[src/lvm_pkg.sv]
// lvm_pkg: shared types, constants and helpers for the look-at view matrix block.
// No dependencies. Used by every module under src.
package lvm_pkg;

  // Fixed-point format: FRAC_BITS fractional bits
  localparam int FRAC_BITS = 16;
  // Quotient bits of one normalize divide (results stay at or below 1.0)
  localparam int QW = FRAC_BITS + 2;
  localparam int JW = $clog2(QW);
  localparam int IN_W = 288;
  localparam int OUT_W = 128;
  localparam logic signed [31:0] ONE_FIX = 32'sd1 <<< FRAC_BITS;

  // One queued request: eye, up and target minus eye
  typedef struct packed {
    logic [2:0][31:0] eye;
    logic [2:0][31:0] up;
    logic [2:0][32:0] d;
  } item_t;

  // One matrix column on its way out
  typedef struct packed {
    logic [1:0]  column;
    logic [31:0] row0;
    logic [31:0] row1;
    logic [31:0] row2;
    logic [31:0] row3;
    logic        last;
  } col_t;

  // Next index modulo 3
  function automatic logic [1:0] nxt3(input logic [1:0] i);
    nxt3 = (i == 2'd2) ? 2'd0 : i + 2'd1;
  endfunction

  // Drop FRAC_BITS fraction bits, half away from zero, clamp to 32 bits
  function automatic logic signed [31:0] rnd_sat(input logic signed [63:0] x);
    logic [63:0]        m;
    logic [63:0]        q;
    logic signed [63:0] v;
    m = x[63] ? 64'(-x) : 64'(x);
    q = (m + (64'd1 << (FRAC_BITS - 1))) >> FRAC_BITS;
    v = x[63] ? -$signed(q) : $signed(q);
    if (v > 64'sh0000_0000_7FFF_FFFF) begin
      rnd_sat = 32'sh7FFF_FFFF;
    end else if (v < -64'sh0000_0000_8000_0000) begin
      rnd_sat = 32'sh8000_0000;
    end else begin
      rnd_sat = v[31:0];
    end
  endfunction

endpackage

[src/lvm_out.sv]
// lvm_out: output register between the sequencer and the result stream.
// Depends on lvm_pkg.
module lvm_out (
  input  logic          clk,
  input  logic          rst,
  input  logic          in_valid,
  output logic          in_ready,
  input  lvm_pkg::col_t in_col,
  output logic          m_valid,
  input  logic          m_ready,
  output lvm_pkg::col_t m_col
);
  import lvm_pkg::*;

  assign in_ready = !m_valid || m_ready;

  // Result register
  always_ff @(posedge clk) begin
    if (rst) begin
      m_valid <= 1'b0;
    end else begin
      if (in_valid && in_ready) begin
        m_valid <= 1'b1;
        m_col   <= in_col;
      end else if (m_ready) begin
        m_valid <= 1'b0;
      end
    end
  end

endmodule
[config.mk]
export PLATFORM = sky130hd
export DESIGN_NAME = lvm_out
export DESIGN_NICKNAME = d
export VERILOG_FILES = /design/src/lvm_pkg.sv /design/src/lvm_out.sv
export SDC_FILE = /design/constraint.sdc
export NUM_CORES = 1
export LEC_CHECK = 0
export ABC_AREA = 0
export BUFFER_PORTS_ARGS = -buffer_cell sky130_fd_sc_hd__buf_2
export CORE_AREA = 2 2 105 107
export DETAILED_ROUTE_END_ITERATION = 7
export DIE_AREA = 0 0 107 109
export GPL_TIMING_DRIVEN = 0
export PLACE_DENSITY = 0.74
export RECOVER_POWER = 100
export SYNTH_ARGS = -nofsm -noshare
export SYNTH_HDL_FRONTEND = slang
export SYNTH_SLANG_ARGS = --single-unit
[constraint.sdc]
create_clock -name clk -period 7.88 [get_ports clk]
set_clock_uncertainty 0.1 [all_clocks]
set_input_delay 1.182 -clock clk [delete_from_list [all_inputs] [get_ports clk]]
set_output_delay 1.182 -clock clk [all_outputs]
set_load 0.02 [all_outputs]
# Word-level counts from Yosys, hierarchy flattened
# Index checks and enable logic that the tools add are counted.
# W data, S select, Z words.
[classes]
mux = 2
bitwise_logic = 1
n_reduce_logical = 5
[ops]
columns = ["cell", "n"]
rows = [
  ["$mux W1", 2],
  ["$reduce_and A2 Y1", 1],
  ["$reduce_bool A2 Y1", 1],
  ["$logic_and A1 B1 Y1", 1],
  ["$logic_not A1 Y1", 1],
  ["$logic_or A1 B1 Y1", 1],
  ["$not A1 Y1", 1],
]
[word_totals]
reg_bits = 132
in_bits = 135
out_inout_bits = 133
wordCells = 15

# Longest topological paths before layout
[depth]
ltp_word = 4
mapped_depth = 2
ltp_nobuf = 2

# Least setup slack after synthesis
# No wires, ideal clock.
[synth_path]
path_kind = "in2reg"
from = "in m_ready"
to = "reg m_col[0] (netlist bit), enable pin"
setup_ns = 0.598
t_arrival_ns = 6.360
required_time_ns = 7.182
path_slack_ns = 0.823
stages = 2
n_path_buf = 0
path_cell_list = "nand2b_4 -> nor3b_2"
[synth_via]
elab_chain_cells = 3
[synth_rtl]
columns = ["item", "line", "source"]
rows = [
  ["from (decl)", "lvm_out.sv:10", "input logic m_ready,"],
  ["$logic_or A1 B1 Y1", "lvm_out.sv:15", "assign in_ready = !m_valid || m_ready;"],
  ["$logic_and A1 B1 Y1", "lvm_out.sv:22", "if (in_valid && in_ready) begin"],
  ["$reduce_and A2 Y1 (no line)", "--", ""],
  ["to (signal assigned)", "lvm_out.sv:24", "m_col <= in_col;"],
  ["to (decl)", "lvm_out.sv:11", "output lvm_pkg::col_t m_col"],
]
# Every way passes these cells.
# A chain may end at the register's enable or synchronous reset.

# Final worst setup path
[layout_path]
from = "in m_ready"
to = "reg m_col[105] (netlist bit), enable pin"
# Same word-level chain as after synthesis.

==> reports/summary.txt <==
most used cell along the critical path = clkbuf_1
Crit-path slowest cell = nor3b_1
Hold Buf Count CTS = 0
met2 GRT Util = 24.2%
unrepaired setup endpoints after global routing = no
cell internal pwr = 1280 uW
CP Capture Type = flop
Worst R2R Start = m_valid
crit path launch = m_ready
Slew headroom = -12.4%
Starting Density = 37.6%
type of the worst setup path = in -> reg
leakage = 0.00219 uW
TritonCTS Buffers = 17
Reg area = 3950 sq um
worst flop-to-flop path endpoint = m_col[105]
Least-Margin Pin Slew = 1680 ps
total gr overflow = 0
Syn Nets = 271
total power = 1610 uW
post-synthesis register bit count = 132
commonest non-fill, non-tap cell in the layout = clkbuf_1
CTS sink count = 132
CP Launch Type = input port
Longest Clk Path Bufs = 2
final hold violation count = 0
VDD IR max = 0.141 mV
Via Count = 2488
Yosys cell types = 6
vias per cell = 4.31
Worst Hold Class = reg -> reg
Sw Pwr = 329 uW
Die Wd = 107 um
CTS root buffer = clkbuf_8
vias in the first global route = 2504
Top-Level Pins = 268
Net Sw Frac = 20.5%
synthesized area per cell = 29.3 sq um
post-layout net count = 563
GRT busiest layer = met2
CTS tree = yes
HPWL after DPL = 6670 um
drt pass-1 iters = 5
crit path max fanout = 22
Routed WL per cell = 15.3 um
Tmin final = 4480 ps
GPL Wtd Cong = 0.752
Std-Cell Rows = 38
Synth top area share = 98.6%
failing checks = max-capacitance violations, max-slew violations
Layout fillers = 915
first-pass GRT wire length = 12500 um
die span in y = 109 um
part of the Yosys area used for sequential elements = 99.1%
final WL = 8840 um
GRT Total Usage = 15.1%
Multi-input gate area = 18.8 sq um
final slew viol count = 15
critical path data arrival time = 4500 ps
drt first-iter violations = 96
commonest cells after routing, fill and taps aside = 141 x clkbuf_1, 134 x buf_2, 131 x edfxtp_1
later-pin clock latency in the skew report = 500 ps
Synth area leaders = edfxtp_1 99%, dfxtp_1 0.50%, nand2b_4 0.35%
YS warnings = 0
met3 Use GR = 7.47%
Die ar. = 11700 sq um
I/O Buffers = 267
largest net degree at the start of global routing = 24
Mapped Cells = 136
fmax = 0.223 GHz
DRC viols = 0
Mapped Area = 3990 sq um
Core Area = 10600 sq um
R2R setup slack = 3870 ps
share of cells above drive strength 1 = 35.9%
critical path, cell by cell = buf_2, nand2b_1, nor3b_1, clkbuf_1, clkbuf_1
post-cts sizing count = 0
final core occ = 55.2%
Max Cap Viol = 1
P per Cell Area = 275 nW/um^2
initial antenna violation count = 0
Worst-path clk slew = 50 ps
diode count = 0
setup bufs post-CTS = 0
area delta synth->final = 46.8%
R2R depth = 4
Seq pwr share = 50.8%
Final setup violation count = 0
Routed Antenna Nets = 0
clock share of power = 42.8%
H-tree Lvls = 4
combinational share of power = 6.4%
Tcrit/Tclk final = 56.8%
max incr delay on CP = 1330 ps
outcome = finished with violations
crit path to = m_col[105]
Worst EP required = 7900 ps
GR Util met1 = 16.2%
top cell type by total area after synthesis = edfxtp_1
area by class of cell:
type | count | share of cell area [%]
Sequential cell | 132 | 67.5
Inverter | 1 | 0.0641
Timing Repair Buffer | 273 | 20.4
Clock inverter | 9 | 1.56
Clock buffer | 19 | 7.20
Multi-Input combinational cell | 3 | 0.320
Tap cell | 140 | 2.99
cell usage after synthesis:
cell and instances:
nand2b_4 1, dfxtp_1 1, nor3b_2 1, edfxtp_1 131, inv_1 1, a21oi_1 1
logic make-up (layout without fill, tap and decap cells):
kind of cell / after synthesis / in the layout / synth area share, %
buffers and inverters: 1 / 302 / 0.0940
DFF: 132 / 132 / 99.1
AOI/OAI and AO/OA: 1 / 1 / 0.125
and+or+nand+nor: 2 / 2 / 0.659
layer usage:
metal	up-vias	routed length [um]	part of all wire, %
met5	-	0	0
met4	0	198	2.2
met3	15	1030	12
met2	169	4440	50
met1	1166	3180	36
li1	1138	-	-
state kept, by name, indices dropped and copies added, names as in the netlist:
| name | cells |
|---|---|
| m_col | 131 |
| m_valid | 1 |
power by group through the flow:
stage | combinational [uW] | clock [uW] | sequential (uW)
floorplan | 11.3 | 0 | 872
global placement | 109 | 0 | 835
detailed placement | 119 | 0 | 829
CTS | 119 | 709 | 815
global route | 111 | 742 | 819
finish | 103 | 689 | 817
worst max-delay path, delay by kind of cell:
kind | cells | cell delay [ps]
and+or+nand+nor | 2 | 1470
buffers and inverters | 3 | 1830
how the worst min path moves through the flow:
stage	start	end	slack, ps	cells after the start
floorplan	m_valid	m_valid	520	2
global placement	m_valid	m_valid	400	2
detailed placement	m_valid	m_valid	410	2
CTS	m_valid	m_valid	420	2
global route	m_valid	m_valid	510	2
finish	m_valid	m_valid	440	2
stage by stage:
stage               hold WS, ps  instance area [sq um]  TNS (ps)  std cells  worst slack, ps
finish                      441                   5860         0        577             3400
global route                508                   5860         0        577             2960
CTS                         416                   6130         0        577             5030
detailed placement          407                   5620         0        549             4840
global placement            401                   5500    -93780        543             -725
floorplan                   523                   3990         0        136              823
Power figures use the tool's default switching activity.
