$ cat config.mk
export PLATFORM = sky130hd
export DESIGN_NAME = lvm_fifo
export DESIGN_NICKNAME = d
export VERILOG_FILES = /design/src/lvm_pkg.sv /design/src/lvm_fifo.sv
export SDC_FILE = /design/constraint.sdc
export NUM_CORES = 1
export LEC_CHECK = 0
export ABC_AREA = 1
export BUFFER_PORTS_ARGS = -buffer_cell sky130_fd_sc_hd__buf_2
export CORE_ASPECT_RATIO = 1.4
export CORE_MARGIN = 4
export CORE_UTILIZATION = 25
export DETAILED_ROUTE_END_ITERATION = 8
export HOLD_SLACK_MARGIN = 0.03
export PLACE_DENSITY = 0.51
export SETUP_SLACK_MARGIN = 0.2
export SYNTH_ARGS = -nofsm -noshare
export SYNTH_HDL_FRONTEND = slang
export SYNTH_SLANG_ARGS = --single-unit
$ cat constraint.sdc
create_clock -name clk -period 15.5 [get_ports clk]
set_clock_uncertainty 0.05 [all_clocks]
set_input_delay 0.775 -clock clk [delete_from_list [all_inputs] [get_ports clk]]
set_output_delay 0.775 -clock clk [all_outputs]
set_load 0.01 [all_outputs]
$ cat src/lvm_pkg.sv
// lvm_pkg: shared types, constants and helpers for the look-at view matrix block.
// No dependencies. Used by every module under src.
package lvm_pkg;

  // Fixed-point format: FRAC_BITS fractional bits
  localparam int FRAC_BITS = 16;
  // Quotient bits of one normalize divide (results stay at or below 1.0)
  localparam int QW = FRAC_BITS + 2;
  localparam int JW = $clog2(QW);
  localparam int IN_W = 288;
  localparam int OUT_W = 128;
  localparam logic signed [31:0] ONE_FIX = 32'sd1 <<< FRAC_BITS;

  // One queued request: eye, up and target minus eye
  typedef struct packed {
    logic [2:0][31:0] eye;
    logic [2:0][31:0] up;
    logic [2:0][32:0] d;
  } item_t;

  // One matrix column on its way out
  typedef struct packed {
    logic [1:0]  column;
    logic [31:0] row0;
    logic [31:0] row1;
    logic [31:0] row2;
    logic [31:0] row3;
    logic        last;
  } col_t;

  // Next index modulo 3
  function automatic logic [1:0] nxt3(input logic [1:0] i);
    nxt3 = (i == 2'd2) ? 2'd0 : i + 2'd1;
  endfunction

  // Drop FRAC_BITS fraction bits, half away from zero, clamp to 32 bits
  function automatic logic signed [31:0] rnd_sat(input logic signed [63:0] x);
    logic [63:0]        m;
    logic [63:0]        q;
    logic signed [63:0] v;
    m = x[63] ? 64'(-x) : 64'(x);
    q = (m + (64'd1 << (FRAC_BITS - 1))) >> FRAC_BITS;
    v = x[63] ? -$signed(q) : $signed(q);
    if (v > 64'sh0000_0000_7FFF_FFFF) begin
      rnd_sat = 32'sh7FFF_FFFF;
    end else if (v < -64'sh0000_0000_8000_0000) begin
      rnd_sat = 32'sh8000_0000;
    end else begin
      rnd_sat = v[31:0];
    end
  endfunction

endpackage

$ cat src/lvm_fifo.sv
// lvm_fifo: two-entry request queue between front and back.
// Depends on lvm_pkg.
module lvm_fifo (
  input  logic           clk,
  input  logic           rst,
  input  logic           push,
  input  lvm_pkg::item_t push_item,
  output logic           full,
  input  logic           pop,
  output logic           pop_valid,
  output lvm_pkg::item_t pop_item
);
  import lvm_pkg::*;

  item_t      mem [2];
  logic       wr_ptr;
  logic       rd_ptr;
  logic [1:0] count;

  assign full      = (count == 2'd2);
  assign pop_valid = (count != 2'd0);
  assign pop_item  = mem[rd_ptr];

  // Pointers and fill count
  always_ff @(posedge clk) begin
    if (rst) begin
      wr_ptr <= 1'b0;
      rd_ptr <= 1'b0;
      count  <= 2'd0;
    end else begin
      if (push) begin
        wr_ptr <= !wr_ptr;
      end
      if (pop) begin
        rd_ptr <= !rd_ptr;
      end
      if (push && !pop) begin
        count <= count + 2'd1;
      end else if (pop && !push) begin
        count <= count - 2'd1;
      end
    end
  end

  // Storage
  always_ff @(posedge clk) begin
    if (push) begin
      mem[wr_ptr] <= push_item;
    end
  end

endmodule

Yosys cells after proc, flatten, opt, wreduce, memory -nomap -nowiden. Memories as Yosys holds them, arrays and structs flattened. A register that Yosys moved wholly into a read port is not among the register bits. Index checks and enable logic that the tools add are counted.

Register bits: 4. Memory bits (writable): 582. Bits of input ports: 295. Memories kept: 1.

Reductions and logical operators: 8. Multiplexer cells: 6. Add/subtract/negate cells: 2. Eq/ne operators: 1.

Memories: mem (depth 2, bits a word 291, read ports 1, clocked after memory_dff 1, wr ports 1, line lvm_fifo.sv:15) `item_t mem [2];`.

Operators with widths (number): $logic_not 1->1 (4); $mux 1 (4); $mux 2 (2); $reduce_bool 2->1 (2); $add 2x1->2 const B (1); $eq 2x2->1 const B (1); $logic_and 1x1->1 (2); $sub 2x1->2 const B (1).

Depth between registers and ports, before layout.
Word-level depth: 4. Mapped depth: 8. Gate-level depth less buffers: 8.

Worst setup path before layout. No wires, ideal clock.

Path type: input port to flip-flop. From: input port push. To: memory mem[0][0] (netlist bit), enable pin. Stages on the path: 2. Path buffers: 0. Data required time: 14.493 ns. Data arrival time: 12.969 ns. Path slack: 1.524 ns. Library setup time: 0.957 ns. Path through: inv_1 > nor2_1.

Word-level cells in the longest chain between the ends: 2.

RTL lines: from (decl) (line lvm_fifo.sv:6) `input logic push,`; $mux 1 (line lvm_fifo.sv:47) `if (push) begin`; $mux 1 (implied by the code) (line lvm_fifo.sv:48) `mem[wr_ptr] <= push_item;`; to (decl) (line lvm_fifo.sv:15).

No other way between the ends.

==> results.cfg <==
[setup_path]
cp_num_buf_inv = 4
cp-start-kind = register
crit_family = buffers and inverters
critPathMaxStageDelay_ps = 930
cp_cell_sequence = buf_4 -> buf_4 -> buf_4 -> mux2_2 -> buf_2
arrival_ps = 4480
cp_common_cell = buf_4
cp_max_fo = 83
cp_slowest_cell = buf_4
required_ps = 14680
critPathKind = register to output port
worstSetupEndpointType = output port

[global_routing]
grt.total_usage_pct = 11.0
grt_pass1_wl_um = 76700
grt_pass1_vias = 12283
grt_overflow = 0
grt_max_degree = 156
gr-usage-met2_pct = 19.2
use_met3_pct = 4.60
grt-busiest-layer = met2
groute.layer.met1.usage_pct = 12.0
antenna_found_initial = 17

[place]
gp_congestion = 0.778
hpwl_um = 36300
io_buffers = 587
dpl_cell_area_mm2 = 0.0254
place_ws_ps = 10730

[floorplanning]
die_x_um = 255
initial_utilization_pct = 25.3
io-pin-count = 588
die_y_um = 354
core_mm2 = 0.0847
rows = 126
die-area_mm2 = 0.0905

[cts]
cts_max_level = 2
cts.sinks = 587
clkTransAtPathRegs_ps = 60
hold_buffers = 0
cts_buffer_depth = 3
ctsRootBufferMaster = clkbuf_16
cts_tree = done
numCtsBuffers = 59
cts_resized = 0
clk_latency_ps = 600
cts_setup_buffers = 0

[hold_path]
hold_class = primary input to register

[sta]
hold_viol = 0
drv_slew = 0
hold_slack_ps = 310
rsz0062_at_grt = false
period_share_pct = 34.2
relSlewSlack_pct = 11.0
timing.final.crit_period_ps = 5310
fin_ws_ps = 10190
max_freq_ghz = 0.188
finalSetupViolCount = 0
worst_slew_pin_slew_ps = 1340
fin_tns_setup_ps = 0

[synthesis]
ys_ff_latch = 587
synth.distinct_cells = 15
synth-simple-area-share_pct = 0.286
yosysSeqAreaShare_pct = 82.1
syn_area_mm2 = 0.0214
yosys.area.top_type_share_pct = 81.6
synth_top_family_by_area = multiplexers
synth_warnings = 0
synth_xor_area_share_pct = 0.0409
synth_area_leader_cell = edfxtp_1
synth.net_count = 1234
synth_area_leaders = edfxtp_1, mux2_2, clkbuf_8, dfxtp_1, inv_1
synth_cells = 938
yosys.area_share.adder_pct = 0.0584
synth_mux_area_share_pct = 15.3
synth_area_per_cell_um2 = 22.8
synth_compound_area_share_pct = 0.0467

[cells_and_area]
fillers = 8258
syn_to_final_growth_pct = 26.9
multi_input_area_mm2 = 0.00338
seqCellArea_mm2 = 0.0176
layout_common_cells = buf_2, edfxtp_1, mux2_2
final_common_cell = buf_2
nets = 1860
drive_gt1_share_pct = 60.2
fin_area_mm2 = 0.0272

[pwr]
internal-power_mw = 2.75
seq_power_share_pct = 52.7
net-switching-power_mw = 0.791
power_leakage_nw = 9.91
ir_worst_vdd_uv = 92.6
p_comb_share_pct = 10.2
power_per_cell_area_mw_per_mm2 = 130
power.clock.fraction_pct = 37.1
switching_share_pct = 22.4

[route]
viasPerCell = 4.09
first_iter_violations = 425
drc = 0
vias = 11044
dr.pass1.iters = 4
routed_wl_um = 52100
wire_per_inst_um = 19.3
ant_nets = 0

[flow_run]
drv_cap = 0

[status]
status = finished clean
## registers in the layout, summed over array words and instances (netlist names), named ones only
name	cells
count	2
wr_ptr	1
rd_ptr	1
mem	582
## synth_stat cells, drive strengths merged
cell type	count
a21oi	1
nand3	1
edfxtp	582
buf	3
dfxtp	5
xnor2	1
nor3	1
nor2	6
mux2	291
nand2	6
inv	9
ha	1
nand4	1
clkbuf	29
o21ai	1
## routing by layer
layer	wire, um	vias to the layer above	share of wire [%]
met5	103	-	0.20
met4	1770	16	3.4
met3	5140	104	9.9
met2	25700	493	49
met1	19300	5441	37
li1	-	4990	-
## final cells by class
type                            instances  area share (%)
Antenna cell                            6          0.0553
Clock buffer                           72            5.77
Clock inverter                         31           0.728
Inverter                                9           0.152
Multi-Input combinational cell        310            12.4
Sequential cell                       587            64.7
Tap cell                             1088            5.01
Timing Repair Buffer                  597            11.1
## power by group through the flow
stage	clock (mW)	combinational (mW)	sequential, mW
floorplan	0	0.211	1.92
global placement	0	0.364	1.90
detailed placement	0	0.369	1.90
CTS	1.37	0.371	1.87
global route	1.43	0.391	1.87
finish	1.31	0.360	1.86
## through the flow
step	power, mW	util [%]	cells
floorplan	2.13	-	938
global placement	2.26	30.0	2591
detailed placement	2.27	30.0	2591
CTS	3.61	32.1	2694
global route	3.69	32.1	2697
finish	3.54	32.1	2700
## logic make-up after synthesis
kind of cell	Yosys count
flops	587
mux	291
buf+inv	41
simple gates	15
compound gates	2
xor+xnor	1
fa+ha+maj	1
## path summary, 6_finish.rpt
path | slack (ps) | cells past startpoint | end | startpoint
worst max-delay path | 10190 | 5 | pop_item[62] | register
worst min-delay path | 310 | 1 | mem[1][167]$_DFFE_PP_ | push_item[167]
worst max register to register | 12230 | 4 | mem[1][257]$_DFFE_PP_ | wr_ptr$_SDFFE_PP0P_
worst min register to register | 480 | 2 | rd_ptr$_SDFFE_PP0P_ | rd_ptr$_SDFFE_PP0P_
Note: power is estimated with default switching activity, not from simulation.
