--- src/lvm_pkg.sv ---
// lvm_pkg: shared types, constants and helpers for the look-at view matrix block.
// No dependencies. Used by every module under src.
package lvm_pkg;

  // Fixed-point format: FRAC_BITS fractional bits
  localparam int FRAC_BITS = 16;
  // Quotient bits of one normalize divide (results stay at or below 1.0)
  localparam int QW = FRAC_BITS + 2;
  localparam int JW = $clog2(QW);
  localparam int IN_W = 288;
  localparam int OUT_W = 128;
  localparam logic signed [31:0] ONE_FIX = 32'sd1 <<< FRAC_BITS;

  // One queued request: eye, up and target minus eye
  typedef struct packed {
    logic [2:0][31:0] eye;
    logic [2:0][31:0] up;
    logic [2:0][32:0] d;
  } item_t;

  // One matrix column on its way out
  typedef struct packed {
    logic [1:0]  column;
    logic [31:0] row0;
    logic [31:0] row1;
    logic [31:0] row2;
    logic [31:0] row3;
    logic        last;
  } col_t;

  // Next index modulo 3
  function automatic logic [1:0] nxt3(input logic [1:0] i);
    nxt3 = (i == 2'd2) ? 2'd0 : i + 2'd1;
  endfunction

  // Drop FRAC_BITS fraction bits, half away from zero, clamp to 32 bits
  function automatic logic signed [31:0] rnd_sat(input logic signed [63:0] x);
    logic [63:0]        m;
    logic [63:0]        q;
    logic signed [63:0] v;
    m = x[63] ? 64'(-x) : 64'(x);
    q = (m + (64'd1 << (FRAC_BITS - 1))) >> FRAC_BITS;
    v = x[63] ? -$signed(q) : $signed(q);
    if (v > 64'sh0000_0000_7FFF_FFFF) begin
      rnd_sat = 32'sh7FFF_FFFF;
    end else if (v < -64'sh0000_0000_8000_0000) begin
      rnd_sat = 32'sh8000_0000;
    end else begin
      rnd_sat = v[31:0];
    end
  endfunction

endpackage

--- src/lvm_front.sv ---
// lvm_front: accepts input requests, forms target minus eye, hands them to the queue.
// Depends on lvm_pkg.
module lvm_front (
  input  logic                  clk,
  input  logic                  rst,
  input  logic                  s_valid,
  output logic                  s_ready,
  input  logic [287:0]          s_data,
  output logic                  push,
  output lvm_pkg::item_t        push_item,
  input  logic                  full
);
  import lvm_pkg::*;

  logic  hold_valid;
  item_t hold;
  item_t in_item;

  // Unpack fields and form the exact 33-bit difference
  always_comb begin
    for (int i = 0; i < 3; i++) begin
      in_item.eye[i] = s_data[32*i +: 32];
      in_item.up[i]  = s_data[192 + 32*i +: 32];
      in_item.d[i]   = 33'($signed(s_data[96 + 32*i +: 32])) -
                       33'($signed(s_data[32*i +: 32]));
    end
  end

  assign push      = hold_valid && !full;
  assign push_item = hold;
  assign s_ready   = !hold_valid || !full;

  // Holding stage
  always_ff @(posedge clk) begin
    if (rst) begin
      hold_valid <= 1'b0;
    end else begin
      if (s_valid && s_ready) begin
        hold_valid <= 1'b1;
        hold       <= in_item;
      end else if (push) begin
        hold_valid <= 1'b0;
      end
    end
  end

endmodule

--- config.mk ---
export PLATFORM = sky130hd
export DESIGN_NAME = lvm_front
export DESIGN_NICKNAME = d
export VERILOG_FILES = /design/src/lvm_pkg.sv /design/src/lvm_front.sv
export SDC_FILE = /design/constraint.sdc
export NUM_CORES = 1
export LEC_CHECK = 0
export BUFFER_PORTS_ARGS = -buffer_cell sky130_fd_sc_hd__buf_2
export CAP_MARGIN = 25
export CORE_AREA = 2 2 229 231
export CTS_CLUSTER_SIZE = 40
export DETAILED_ROUTE_END_ITERATION = 10
export DIE_AREA = 0 0 231 233
export PLACE_DENSITY = 0.54
export SYNTH_ARGS = -nofsm -noshare
export SYNTH_HDL_FRONTEND = slang
export SYNTH_SLANG_ARGS = --single-unit
export TNS_END_PERCENT = 30
--- constraint.sdc ---
create_clock -name clk -period 24.5 [get_ports clk]
set_input_delay 1.225 -clock clk [delete_from_list [all_inputs] [get_ports clk]]
set_output_delay 1.225 -clock clk [all_outputs]
set_load 0.01 [all_outputs]
* Word level (Yosys, flattened, before mapping)
Index checks and enable logic that the tools add are counted.
** Storage, ports and cells
- Register bits after elaboration :: 292
- Output and inout bits :: 293
- Word-level logic and storage cells :: 23
** Cells by class
- Add/subtract/negate cells :: 3
- Mux-type cells :: 2
- Bitwise logic cells :: 1
- Reductions and logical operators :: 7
** Operators by type and width (number)
- subtractor 32 x 32 -> 33 bit :: 3
- logical AND 1 bit :: 2
- logical NOT 1 bit :: 2
- 2-to-1 mux 1 bit :: 2
- AND reduction 2 bit :: 1
- nonzero test 2 bit :: 1
- logical OR 1 bit :: 1
- inverter 1 bit :: 1

* Longest topological paths before layout
- Depth after elaboration :: 4
- Mapped depth :: 11

* Least setup slack after synthesis
OpenSTA, ideal clock, no wires.
- Path type :: input-to-reg
- Start point :: input port full
- End point :: register hold, in the netlist push_item[0], enable pin
- Arrival time :: 8.025 ns
- Path slack :: 15.783 ns
- Stages :: 2
- Buffers on the path :: 0
- Path through :: nand2_1 and3b_1
** On the way
- Longest elaborated chain between the ends :: 4
** Ends and longest elaborated chain
- start, declared :: line lvm_front.sv:11 : input logic full
- logical NOT 1 bit :: line lvm_front.sv:31 : assign s_ready = !hold_valid || !full;
- logical OR 1 bit :: line lvm_front.sv:31
- logical AND 1 bit :: line lvm_front.sv:38 : if (s_valid && s_ready) begin
- AND reduction 2 bit (no line)
- end signal, assigned :: line lvm_front.sv:40 : hold <= in_item;
- end, declared :: line lvm_front.sv:16 : item_t hold;
No other way between the ends.
A chain may end at the register's enable or synchronous reset.

* Worst setup path in the final report
- Start point :: input port rst
- End point :: register hold, in the netlist push_item[262], enable pin
** On the way
- Longest elaborated chain between the ends :: 2
** Ends and longest elaborated chain
- start, declared :: line lvm_front.sv:5 : input logic rst,
- inverter 1 bit (no line)
- AND reduction 2 bit (no line)
No other way between the ends.

==> impl_metrics.tcl <==
set metrics [dict create \
    startpoint "rst" \
    worst-endpoint-required_ns 24.66 \
    rsz0062_at_grt "no" \
    antenna_found_initial 2 \
    syn_area_um2 14300 \
    hp-class "reg2reg" \
    place.gp.congestion 0.884 \
    cts_setup_buffers 0 \
    routed-via-count 11124 \
    fin_ws_ns 20.96 \
    dpl_worst_slack_ns 20.37 \
    drc_errors 0 \
    vdd_drop_max_v 0.0000425 \
    syn_to_final_growth_pct 33.6 \
    fp.dieH_um 233 \
    cp_common_cell "buf_4" \
    synth_edf_count 291 \
    synth_ff_type "edfxtp_1" \
    start_util_pct 28.0 \
    cp-start-kind "input port" \
    final_common_cell "buf_2" \
    slowest_stage "buf_4" \
    max_freq_ghz 0.283 \
    port_buffers 584 \
    track_usage_pct 16.0 \
    dieArea_um2 53800 \
    arrival_ns 3.69 \
    cts_tree "done" \
    r2r_cells 4 \
    cts_made_buffers 35 \
    crit_end "push_item[262]" \
    cts.htree.levels 2 \
    layout_common_cells "584 x buf_2, 291 x edfxtp_1, 124 x inv_1, 96 x ha_1, 95 x a21oi_1" \
    max_slew_margin_pct 32.9 \
    path_buf_inv 3 \
    postCtsHoldBufs 0 \
    drive_above_1_share_pct 38.1 \
    cp_top_family "buffers and inverters" \
    post-route-min-period_ns 3.54 \
    yosysWarnings 0 \
    min_period_over_period_pct 14.4 \
    ys_seq_elements 292 \
    grt_pass1_wl_um 65800 \
    hold_viol 0 \
    final_util_pct 37.4 \
    ys_types 72 \
    clkTransAtPathRegs_ns 0.05 \
    status "finished, final reports clean" \
    worstMarginPinSlew_ns 1.01 \
    root_buffer "clkbuf_16" \
    ios 585 \
    cp_num_cells 4 \
    cts_resized 0 \
    rows 83 \
    tns_ns 0 \
    cp-end-kind "flip-flop" \
    seq_area_frac_synth_pct 61.3 \
    finalWirelength_um 45000 \
    worstPathCellList "buf_2, and3b_4, buf_4, buf_4" \
    clock_latency_ns 0.54 \
    ant_nets 0 \
    grt_pass1_vias 10981 \
    die_w_um 231 \
    slew_viol_final 0 \
    drt_first_pass_iters 5 \
    regToRegStartpoint "hold_valid" \
    grt_max_degree 81 \
    finalNetCount 2108 \
    routed_via_density 4.59 \
    max_stage_delay_ns 0.84 \
    n_antenna_cell 0 \
    critPathMaxFanout 68 \
    path_class "in2reg" \
    dpl.hpwl_um 36600 \
    grt-ovfl-total 0 \
    coreArea_um2 51100 \
    synthArstFlopShare_pct 0 \
    clock_path_buffers 3 \
    fillers 5101 \
    cts.sinks 292 \
    syn_inst 1117 \
    r2r_slack_ns 21.45 \
    timing.rr.end "push_item[262]" \
    p_per_area_nw_per_um2 70.2 \
    power.leakage_nw 8.38 \
    synth_nets 1508 \
    fin_skew_ns 0.0148 \
    drt_iter0_drc 617 \
    wl_per_cell_um 18.5 \
    setup_viol 0 \
    max_cap_violations 0 \
    avgSynthCellArea_um2 12.8 \
]
[metal layers]
metal | track usage, % | vias up | routed length, um
met5 | 0 | - | 19
met4 | 4.17 | 2 | 852
met3 | 3.76 | 57 | 2900
met2 | 26.8 | 382 | 21800
met1 | 20.6 | 5337 | 19400
li1 | - | 5346 | -
[power by group]
| part | leakage (nW) | switching (mW) | internal, mW |
|---|---|---|---|
| Combinational | 5.11 | 0.138 | 0.0972 |
| Clock | 0.540 | 0.204 | 0.303 |
| Sequential | 2.72 | 0.00797 | 0.591 |
| Total | 8.38 | 0.350 | 0.991 |
[cells by family after synthesis]
kind of cell / Yosys count / share of synthesized area, %
flip-flops: 292 / 61.3
buffers and inverters: 149 / 4.06
multiplexers: 1 / 0.0700
XOR/XNOR: 84 / 5.15
adder cells (fa/ha/maj): 99 / 8.82
AND/OR/NAND/NOR: 207 / 7.31
AO/OA/AOI/OAI: 285 / 13.3
[Yosys cell counts (all sizes together), types with 2 or more instances]
cell / n / share of area (%)
xnor2: 52 / 3.2
nor4: 6 / 0.26
a21o: 33 / 1.7
o21ba: 3 / 0.25
buf: 9 / 0.39
o21ai: 54 / 2.0
or3: 3 / 0.14
a41o: 2 / 0.14
ha: 96 / 8.4
a2111o: 3 / 0.24
a21boi: 4 / 0.21
o21bai: 14 / 0.74
nand2b: 7 / 0.31
a221o: 2 / 0.14
and3: 6 / 0.30
nor4b: 2 / 0.17
o22ai: 3 / 0.13
nor2b: 19 / 0.83
edfxtp: 291 / 61
nand3: 16 / 0.56
or4: 2 / 0.10
o2111ai: 4 / 0.25
o211ai: 5 / 0.26
o31a: 4 / 0.25
a31oi: 9 / 0.50
nand4: 22 / 1.0
clkbuf: 16 / 0.42
nor2: 37 / 0.97
o311ai: 2 / 0.12
inv: 124 / 3.3
nor3: 10 / 0.35
o221ai: 2 / 0.12
o21a: 15 / 0.79
a221oi: 2 / 0.12
a211o: 3 / 0.18
a21oi: 97 / 3.4
o31ai: 5 / 0.33
a211oi: 3 / 0.16
a41oi: 5 / 0.31
and2: 4 / 0.18
a21bo: 2 / 0.14
fa: 3 / 0.42
or2: 7 / 0.31
nand2: 63 / 1.7
xor2: 32 / 2.0
[tightest hold or removal path, cell delays in order (launching register included)]
cell and delay (ns):
dfxtp_1 0.35, a21oi_1 0.08, nor2_1 0.08
[worst min path at each step]
| stage | start | endpoint | slack [ns] | cells after the start |
|---|---|---|---|---|
| CTS | hold_valid | hold_valid | 0.54 | 2 |
| detailed placement | hold_valid | hold_valid | 0.52 | 2 |
| floorplan | hold_valid | hold_valid | 0.47 | 2 |
| global route | hold_valid | hold_valid | 0.58 | 2 |
| global placement | hold_valid | hold_valid | 0.49 | 2 |
| finish | hold_valid | hold_valid | 0.54 | 2 |
[sequential cells by signal, summed over array words and instances (netlist names)]
register / cells
hold_valid: 1
push_item: 291
[area by class of cell]
class / instances / area, um^2 / share of cell area (%)
sequential: 292 / 8760 / 45.8
multi-input combinational: 676 / 4960 / 26.0
timing repair buffer: 588 / 2950 / 15.5
clock buffer: 47 / 942 / 4.93
tap: 680 / 851 / 4.45
inverter: 124 / 465 / 2.44
clock inverter: 17 / 174 / 0.910
[through the flow]
step | total power, mW | hold slack, ns | std cells | instance area, um^2
after floorplan | 0.757 | 0.465 | 1117 | 14300
after global placement | 0.843 | 0.494 | 2360 | 18000
after detailed placement | 0.845 | 0.517 | 2360 | 18000
after CTS | 1.36 | 0.544 | 2424 | 19100
after global routing | 1.41 | 0.578 | 2424 | 19100
final | 1.34 | 0.541 | 2424 | 19100
Note: power is estimated with default switching activity, not from simulation.
